**config.mk**
```make
export PLATFORM = sky130hd
export DESIGN_NAME = thk_ram
export DESIGN_NICKNAME = d
export VERILOG_FILES = /design/src/design/thk_ram.sv
export SDC_FILE = /design/constraint.sdc
export NUM_CORES = 1
export LEC_CHECK = 0
export BUFFER_PORTS_ARGS = -buffer_cell sky130_fd_sc_hd__clkbuf_2
export CAP_MARGIN = 0
export CORE_MARGIN = 2
export CORE_UTILIZATION = 50
export CTS_CLUSTER_DIAMETER = 150
export DETAILED_ROUTE_END_ITERATION = 7
export GPL_ROUTABILITY_DRIVEN = 0
export GPL_TIMING_DRIVEN = 0
export PLACE_DENSITY = 0.77
export SYNTH_ARGS = -nofsm -noshare
export SYNTH_HDL_FRONTEND = slang
export SYNTH_SLANG_ARGS = --single-unit
export TNS_END_PERCENT = 30
```
**constraint.sdc**
```tcl
create_clock -name clk_i -period 2.4 [get_ports clk_i]
set_clock_uncertainty 0.15 [all_clocks]
set_input_delay 0.36 -clock clk_i [delete_from_list [all_inputs] [get_ports clk_i]]
set_output_delay 0.36 -clock clk_i [all_outputs]
set_load 0.01 [all_outputs]
```
**src/design/thk_ram.sv**
```systemverilog
// Generic single-port RAM with registered read.
// No dependencies.
module thk_ram #(
  parameter int Width = 8,
  parameter int Depth = 16
) (
  input  logic                     clk_i,
  input  logic                     we_i,
  input  logic [$clog2(Depth)-1:0] addr_i,
  input  logic [Width-1:0]         wdata_i,
  output logic [Width-1:0]         rdata_o
);
  logic [Width-1:0] mem [Depth];

  always_ff @(posedge clk_i) begin
    if (we_i) mem[addr_i] <= wdata_i;
    rdata_o <= mem[addr_i];
  end
endmodule
```
* After elaboration in Yosys (flattened, before gate mapping)
Memories as Yosys holds them, arrays and structs flattened. A register that Yosys moved wholly into a read port is not among the register bits. Index checks and enable logic that the tools add are counted.
Word-level totals: register bits after elaboration 0, bits in writable memories 128, bits of input ports 14, output and inout port bits 8, logic and storage cells 3, memories 1
Operators by class: mux-type cells 2
Memories:
- mem | words 16, bits a word 8, read ports 1, clocked after memory_dff 1, wr ports 1, RTL line 13 | logic [Width-1:0] mem [Depth];
Operators by type and width (number):
- $mux W1 | 2

* Depth between registers and ports, before layout
Gate-level depths: netlist (run 1).
depth in word-level cells 2, gate-level depth with buffers 5, gate-level depth less buffers 3

* Worst setup path before layout (run 1)
OpenSTA, ideal clock, no wires.
path type input to register, start input addr_i[2], end memory mem[0][0] (enable), library setup time 383 ps, arrival 1470 ps, required time 1867 ps, setup slack 397 ps, stages 2, buffers on the path 0, cell sequence or3b_2 nor3_1
RTL lines:
- from (decl) | RTL line 9 | input logic [$clog2(Depth)-1:0] addr_i,
- to (decl) | RTL line 13
Straight into the memory's write port.

* Worst setup path after layout (run 1)
start input addr_i[2], end memory mem[0][6] (enable)
Straight into the memory's write port.

==> flow_metrics.env, run 1 <==
export IMPL_status="completed"
export IMPL_period_share_pct=88.9
export IMPL_clock_latency_ns=0.52
export IMPL_swShare_pct=21.1
export IMPL_num_vias=2465
export IMPL_reg2reg_from="mem[0][3]"
export IMPL_placedInstanceArea_sq_um=5330
export IMPL_syn_area_sq_um=5070
export IMPL_wirelength_mm=10.0
export IMPL_coreArea_sq_um=9820
export IMPL_final_cell_area_sq_um=5920
export IMPL_final_min_clock_period_ns=2.13
export IMPL_combPwrFrac_pct=4.6
export IMPL_groute_usage_overall_pct=19.5
export IMPL_ys_types=18
export IMPL_yosys_warnings=0
export IMPL_drt_initial_drc_count=255
export IMPL_netlist_instances=230
export IMPL_io_buffers=19
export IMPL_cp_slowest_cell="nor3_1"
export IMPL_hp_class="in -> reg"
export IMPL_synth_seq_area_share_pct=79.0
export IMPL_cts_max_level=4
export IMPL_startpoint_type="input port"
export IMPL_hold_viol=0
export IMPL_die_area_sq_um=11000
export IMPL_synth_avg_cell_area_sq_um=22.0
export IMPL_root_buffer="clkbuf_8"
export IMPL_cts_resized=0
export IMPL_rrSetupSlack_ns=0.82
export IMPL_die_h_um=105
export IMPL_insertedDiodeCount=0
export IMPL_reg2reg_depth=3
export IMPL_cp_max_fo=8
export IMPL_powerDensity_nw_per_um2=930
export IMPL_peakVddDrop_mv=0.579
export IMPL_yosys_area_top_type="edfxtp_1"
export IMPL_drive_above_1_share_pct=31.3
export IMPL_clock_sinks=136
export IMPL_p_int_mw=4.35
export IMPL_cp_arrival_ns=2.11
export IMPL_postCtsHoldBufs=0
export IMPL_slew_headroom_pct=8.55
export IMPL_ys_seq_elements=136
export IMPL_clock_path_buffers=2
export IMPL_syn_num_nets=244
export IMPL_cp_endpoint="mem[0][6]"
export IMPL_cts_tree="yes"
export IMPL_antenna_found_initial=0
export IMPL_pwr_share_seq_pct=48.5
export IMPL_tightest_slew_ns=1.36
export IMPL_r2r_end="rdata_o[3]"
export IMPL_rsz0062_at_grt="false"
export IMPL_num_rows=36
export IMPL_utilization_pct=60.3
export IMPL_area_growth_pct=16.9
export IMPL_slew_viol_final=0
export IMPL_io_pins=22
export IMPL_post_cts_buffers=0
export IMPL_crit_required_ns=2.38
export IMPL_min_from="wdata_i[3]"
export IMPL_nets=282
export IMPL_grt_first_pass_wirelength_mm=14.8
export IMPL_grt_overflow=0
export IMPL_viasPerCell=5.95
export IMPL_drv_cap=0
export IMPL_die_w_um=105
export IMPL_grt_start_max_net_pins=17
export IMPL_path_cells="clkbuf_2 -> or3b_2 -> nor3_1"
export IMPL_grt_pass1_vias=2432
export IMPL_dr_pass1_iters=5
export IMPL_dp_hpwl_mm=6.07
export IMPL_hold_ws_ns=0.136
export IMPL_cts_buffers=17
export IMPL_critical_path_class="in -> reg"
export IMPL_wl_per_cell_um=24.1
export IMPL_fmax_mhz=469
export IMPL_synth_area_leaders="edfxtp_1 (76%), mux4_2 (14%), dfxtp_1 (3.2%)"
export IMPL_start_util_pct=51.6
export IMPL_drc=0
export IMPL_finalPower_mw=5.51
export IMPL_path_clk_slew_ns=0.06
export IMPL_startpoint="addr_i[2]"
export IMPL_setup_viol=0
export IMPL_timing_final_ws_setup_ns=0.267
export IMPL_yosysTopAreaCellShare_pct=75.9
export IMPL_ant_nets=0
export IMPL_p_leak_nw=1.91
export IMPL_p_switching_mw=1.16
export IMPL_cp_end_kind="register"
export IMPL_place_ws_ns=-0.165
export IMPL_cp_slowest_stage_delay_ns=1.05
export IMPL_clkPwrFrac_pct=46.8
==> worst min-delay path by stage <==
stage | depth (start not counted) | end | slack [ns]
2_1_floorplan | 0 | mem[0][0] | 0.31
3_3_place_gp | 3 | rdata_o[4] | 0.53
3_5_place_dp | 3 | rdata_o[4] | 0.53
4_1_cts | 1 | mem[7][3] | 0.14
5_1_grt | 1 | mem[4][3] | 0.16
6_report | 1 | mem[5][3] | 0.14
==> synthesized netlist by cell type <==
cell type	instances
and2_1	1
mux4_2	32
nand3_1	1
nor2b_1	2
nand3b_1	2
nand2b_1	2
nor3_1	4
dfxtp_1	8
buf_1	4
nor2_1	13
buf_6	2
nand2_1	9
clkbuf_1	2
edfxtp_1	128
a22oi_1	16
buf_2	2
clkbuf_2	1
or3b_2	1
==> flip-flops by register name, summed over array words and instances (netlist names) <==
name / flops
rdata_o: 8
mem: 128
==> cells in the final DEF (no fill, tap or decap), drive strengths merged <==
cell type / n
clkinv: 2
buf: 8
a22oi: 16
and2: 1
mux4: 32
bufinv: 3
nor2b: 2
nor3: 4
or3b: 1
clkinvlp: 6
dfxtp: 8
nand3: 1
edfxtp: 128
nand2: 9
inv: 3
nand3b: 2
clkbuf: 40
nand2b: 2
nor2: 13
==> critical path, delay by kind of cell <==
family	cells	cell delay, ns
buffers and inverters	1	0.16
AND/OR/NAND/NOR	2	1.58
==> layer usage <==
layer | GRT usage, % | share of wire (%) | up-vias
li1 | - | - | 1037
met1 | 25.9 | 39 | 1257
met2 | 30.7 | 51 | 151
met3 | 4.99 | 7.9 | 20
met4 | 8.76 | 2.4 | 0
met5 | 0 | 0 | -
==> power groups by stage <==
stage	clock (mW)	sequential, mW	combinational (mW)
after floorplan	0	2.72	0.137
after global placement	0	2.71	0.243
after detailed placement	0	2.72	0.253
after CTS	2.59	2.67	0.256
after global routing	2.70	2.67	0.273
final	2.58	2.67	0.256
==> stage by stage <==
stage	TNS (ns)	instances
finish	0	414
global route	0	414
CTS	0	414
detailed placement	-7.57	382
global placement	-6.46	382
floorplan	0	230
==> cells by family (layout without fill, tap and decap cells) <==
family                 Yosys count  after routing  synth area share (%)
multiplexers                    32             32                  14.2
buffers and inverters           11             62                  1.19
AO/OA/AOI/OAI                   16             16                  2.37
AND/OR/NAND/NOR                 35             35                  3.21
flip-flops                     136            136                  79.0
==> final cells by class <==
type,count,area (sq um)
repair buffers,19,95.1
flip-flops and latches,136,4000
well taps,133,166
fillers,694,3900
plain buffers,11,60.1
clock buffers,18,418
multi-input cells,83,1000
clock inverters,14,175
Note: power is estimated with default switching activity, not from simulation.
==> run 2: changes to the inputs <==
- CORE_MARGIN: 2 -> 10
- CTS_CLUSTER_DIAMETER: 150 -> 40
- clock period: 2.4 -> 2.5 ns (I/O delays scaled with it)
==> flow_metrics.env, run 2 (synthesis results as in run 1) <==
export IMPL_status="completed"
export IMPL_post_cts_buffers=0
export IMPL_r2r_end="rdata_o[4]"
export IMPL_cts_buffers=17
export IMPL_peakVddDrop_mv=0.557
export IMPL_clock_sinks=136
export IMPL_final_cell_area_sq_um=5890
export IMPL_cp_endpoint="mem[6][5]"
export IMPL_cts_tree="yes"
export IMPL_timing_final_ws_setup_ns=0.507
export IMPL_num_vias=2397
export IMPL_tightest_slew_ns=1.22
export IMPL_crit_required_ns=2.49
export IMPL_powerDensity_nw_per_um2=867
export IMPL_area_growth_pct=16.2
export IMPL_dp_hpwl_mm=6.16
export IMPL_coreArea_sq_um=9820
export IMPL_slew_viol_final=0
export IMPL_cp_end_kind="register"
export IMPL_grt_start_max_net_pins=17
export IMPL_slew_headroom_pct=18.4
export IMPL_largest_register="mem"
export IMPL_wirelength_mm=9.86
export IMPL_whs_path_depth=1
export IMPL_wl_per_cell_um=23.7
export IMPL_final_common_cell="edfxtp_1"
export IMPL_largest_register_ffs=128
export IMPL_path_clk_slew_ns=0.06
export IMPL_io_pins=22
export IMPL_p_leak_nw=1.92
export IMPL_drv_cap=0
export IMPL_place_ws_ns=-0.123
export IMPL_rsz0062_at_grt="false"
export IMPL_utilization_pct=60.0
export IMPL_tns_ns=0
export IMPL_nets=284
export IMPL_hold_viol=0
export IMPL_grt_pass1_vias=2498
export IMPL_postCtsHoldBufs=0
export IMPL_final_min_clock_period_ns=1.99
export IMPL_clock_path_buffers=2
export IMPL_ant_nets=0
export IMPL_fmax_mhz=502
export IMPL_die_w_um=121
export IMPL_final_cell_mix="edfxtp_1 (128), mux4_2 (32), clkbuf_2 (22), a22oi_1 (16), clkbuf_16 (16)"
export IMPL_clock_latency_ns=0.51
export IMPL_finalPower_mw=5.11
export IMPL_drc=0
export IMPL_hp_class="in -> reg"
export IMPL_insertedDiodeCount=0
export IMPL_cp_arrival_ns=1.98
export IMPL_drive_above_1_share_pct=31.1
export IMPL_io_buffers=19
export IMPL_reg2reg_from="mem[11][4]"
export IMPL_cts_resized=0
export IMPL_rrSetupSlack_ns=0.91
export IMPL_reg_top3="mem x128, rdata_o x8"
export IMPL_num_rows=36
export IMPL_die_h_um=121
export IMPL_dr_pass1_iters=5
export IMPL_cp_max_fo=10
export IMPL_groute_usage_overall_pct=14.1
export IMPL_viasPerCell=5.76
export IMPL_placedInstanceArea_sq_um=5330
export IMPL_root_buffer="clkbuf_8"
export IMPL_grt_first_pass_wirelength_mm=14.9
export IMPL_drt_initial_drc_count=253
export IMPL_startpoint="addr_i[1]"
export IMPL_die_area_sq_um=14600
export IMPL_period_share_pct=79.7
export IMPL_start_util_pct=51.6
export IMPL_grt_overflow=0
export IMPL_cts_max_level=4
export IMPL_critical_path_class="in -> reg"
export IMPL_setup_viol=0
export IMPL_startpoint_type="input port"
export IMPL_antenna_found_initial=0
export IMPL_reg2reg_depth=3
==> run 2: cell types whose count changed in the layout (fill, tap and decap cells not counted) <==
cell | before | now
bufinv_16 | 3 | 2
clkbuf_2 | 20 | 22
clkinv_1 | 0 | 2
clkinv_2 | 1 | 5
clkinv_4 | 1 | 3
clkinvlp_4 | 6 | 2
inv_6 | 3 | 0
==> run 2: area by class of cell <==
cell class / instances / area [sq um]
flip-flops and latches: 136 / 4000
clock buffers: 18 / 418
repair buffers: 21 / 105
clock inverters: 14 / 134
plain buffers: 11 / 60.1
fillers: 711 / 3930
multi-input cells: 83 / 1000
well taps: 133 / 166
==> run 2: layer usage <==
layer	track usage [%]	part of all wire, %
met5	0	0
met4	6.03	2.5
met3	4.33	6.6
met2	22.9	52
met1	17.2	39
==> run 2: metrics by stage <==
step	hold slack (ns)	cells
after floorplan	0.324	230
after global placement	0.502	382
after detailed placement	0.513	382
after CTS	0.148	414
after global routing	0.174	416
final	0.168	416
==> run 2: power breakdown <==
| part | internal, mW | leakage, nW | switching (mW) |
|---|---|---|---|
| clock network | 1.40 | 0.269 | 0.899 |
| logic | 0.0962 | 0.429 | 0.146 |
| registers | 2.55 | 1.22 | 0.0133 |
==> run 2: critical path, stage by stage <==
cell	delay, ns
buf_2	0.24
buf_1	0.46
nand2b_1	0.23
nor2_1	0.66
==> run 2: how the worst min path moves through the flow <==
stage,start,to,slack (ns)
after global placement,mem[6][7],rdata_o[7],0.50
after floorplan,wdata_i[0],mem[0][0],0.32
after CTS,wdata_i[6],mem[13][6],0.15
final,wdata_i[6],mem[14][6],0.17
after global routing,wdata_i[6],mem[10][6],0.17
after detailed placement,mem[7][7],rdata_o[7],0.51
==> run 3: changes to the inputs <==
- PLACE_DENSITY: 0.77 -> 0.79
- clock period: 2.5 -> 1.6 ns (I/O delays scaled with it)
==> flow_metrics.env, run 3 (synthesis results as in run 1) <==
export IMPL_status="complete, but fails checks"
export IMPL_violations="setup timing"
export IMPL_drc=0
export IMPL_dp_hpwl_mm=6.28
export IMPL_die_area_sq_um=14600
export IMPL_clock_sinks=136
export IMPL_period_share_pct=104
export IMPL_die_h_um=121
export IMPL_timing_final_ws_setup_ns=-0.0716
export IMPL_grtUsageMet1_pct=18.8
export IMPL_clock_latency_ns=0.51
export IMPL_cts_tree="yes"
export IMPL_rsz0062_at_grt="true"
export IMPL_root_buffer="clkbuf_8"
export IMPL_p_leak_nw=1.94
export IMPL_finalPower_mw=8.29
export IMPL_num_rows=36
export IMPL_drt_initial_drc_count=231
export IMPL_startpoint_type="input port"
export IMPL_hold_ws_ns=0.0433
export IMPL_antenna_found_initial=0
export IMPL_dp_cells=382
export IMPL_hold_viol=0
export IMPL_setup_viol=8
export IMPL_busiest_layer="met2"
export IMPL_area_growth_pct=18.0
export IMPL_powerDensity_nw_per_um2=1390
export IMPL_ant_nets=0
export IMPL_drive_above_1_share_pct=36.7
export IMPL_viasPerCell=5.78
export IMPL_postCtsHoldBufs=0
export IMPL_largest_register_ffs=128
export IMPL_drv_cap=0
export IMPL_hp_class="in -> reg"
export IMPL_coreArea_sq_um=9820
export IMPL_grt_first_pass_wirelength_mm=15.4
export IMPL_crit_required_ns=1.57
export IMPL_use_met3_pct=3.54
export IMPL_cp_end_kind="register"
export IMPL_groute_usage_overall_pct=14.4
export IMPL_die_w_um=121
export IMPL_cp_arrival_ns=1.64
export IMPL_path_clk_slew_ns=0.06
export IMPL_cts_resized=9
export IMPL_cts_max_level=4
export IMPL_cts_buffers=17
export IMPL_final_common_cell="edfxtp_1"
export IMPL_stdcell_count=414
export IMPL_post_cts_buffers=0
export IMPL_cp_max_fo=10
export IMPL_critical_path_class="in -> reg"
export IMPL_use_met2_pct=22.0
export IMPL_wirelength_mm=9.90
export IMPL_num_vias=2394
export IMPL_insertedDiodeCount=0
export IMPL_io_buffers=19
export IMPL_slew_viol_final=0
export IMPL_tightest_slew_ns=1.17
export IMPL_peakVddDrop_mv=0.582
export IMPL_place_ws_ns=-0.750
export IMPL_clock_path_buffers=2
export IMPL_grt_pass1_vias=2618
export IMPL_slew_headroom_pct=21.4
export IMPL_final_cell_mix="edfxtp_1 (128), mux4_2 (32), clkbuf_2 (20), a22oi_1 (16), clkbuf_16 (16)"
export IMPL_reg_top3="mem x128, rdata_o x8"
export IMPL_dr_pass1_iters=5
export IMPL_grt_overflow=0
export IMPL_start_util_pct=51.6
export IMPL_utilization_pct=60.9
export IMPL_fmax_mhz=598
export IMPL_wl_per_cell_um=23.9
export IMPL_grt_start_max_net_pins=17
export IMPL_largest_register="mem"
export IMPL_final_min_clock_period_ns=1.67
export IMPL_nets=282
export IMPL_io_pins=22
## run 3: changes by cell type in the layout (fill, tap and decap cells not counted), moves of 3 or more
cell and delta:
clkbuf_8 +3, clkinv_2 -3, nor2_1 -12, nor2_2 +12, nor3_1 -3, nor3_2 +3
## run 3: critical path: stages
cell and delay [ns]:
buf_2 0.19, buf_2 0.24, nor3_1 0.96
## run 3: cell type report
| class | instances | area, sq um |
|---|---|---|
| Clock inverter | 11 | 145 |
| Fill cell | 684 | 3840 |
| Clock buffer | 21 | 459 |
| Multi-Input combinational cell | 83 | 1050 |
| Tap cell | 133 | 166 |
| Buffer | 11 | 61.3 |
| Timing Repair Buffer | 19 | 95.1 |
| Sequential cell | 136 | 4000 |
## run 3: per-layer routing
layer	routed length, um	share of wire [%]
met1	4000	40
met2	4870	49
met3	755	7.6
met4	271	2.7
met5	0	0
## run 3: path summary, 6_finish.rpt
| kind | start | endpoint | slack [ns] | cells past startpoint |
|---|---|---|---|---|
| hold reg to reg | mem[14][6] | rdata_o[6] | 0.54 | 3 |
| setup / recovery | addr_i[1] | mem[4][6] | -0.07 | 3 |
| hold / removal | wdata_i[3] | mem[5][3] | 0.04 | 1 |
| setup reg to reg | mem[7][2] | rdata_o[2] | 0.06 | 3 |
## run 3: report_power, final
part	internal [mW]	switching [mW]	leakage, nW
Sequential	3.98	0.0213	1.22
Combinational	0.152	0.235	0.424
Clock	2.50	1.40	0.292
Total	6.64	1.66	1.94
## run 3: per-stage QoR
step	area (sq um)	setup TNS [ns]
5_1_grt	5980	-3.38
3_3_place_gp	5340	-67.88
3_5_place_dp	5340	-74.98
2_1_floorplan	5080	-11.61
6_report	5980	-0.559
4_1_cts	5970	-3.59
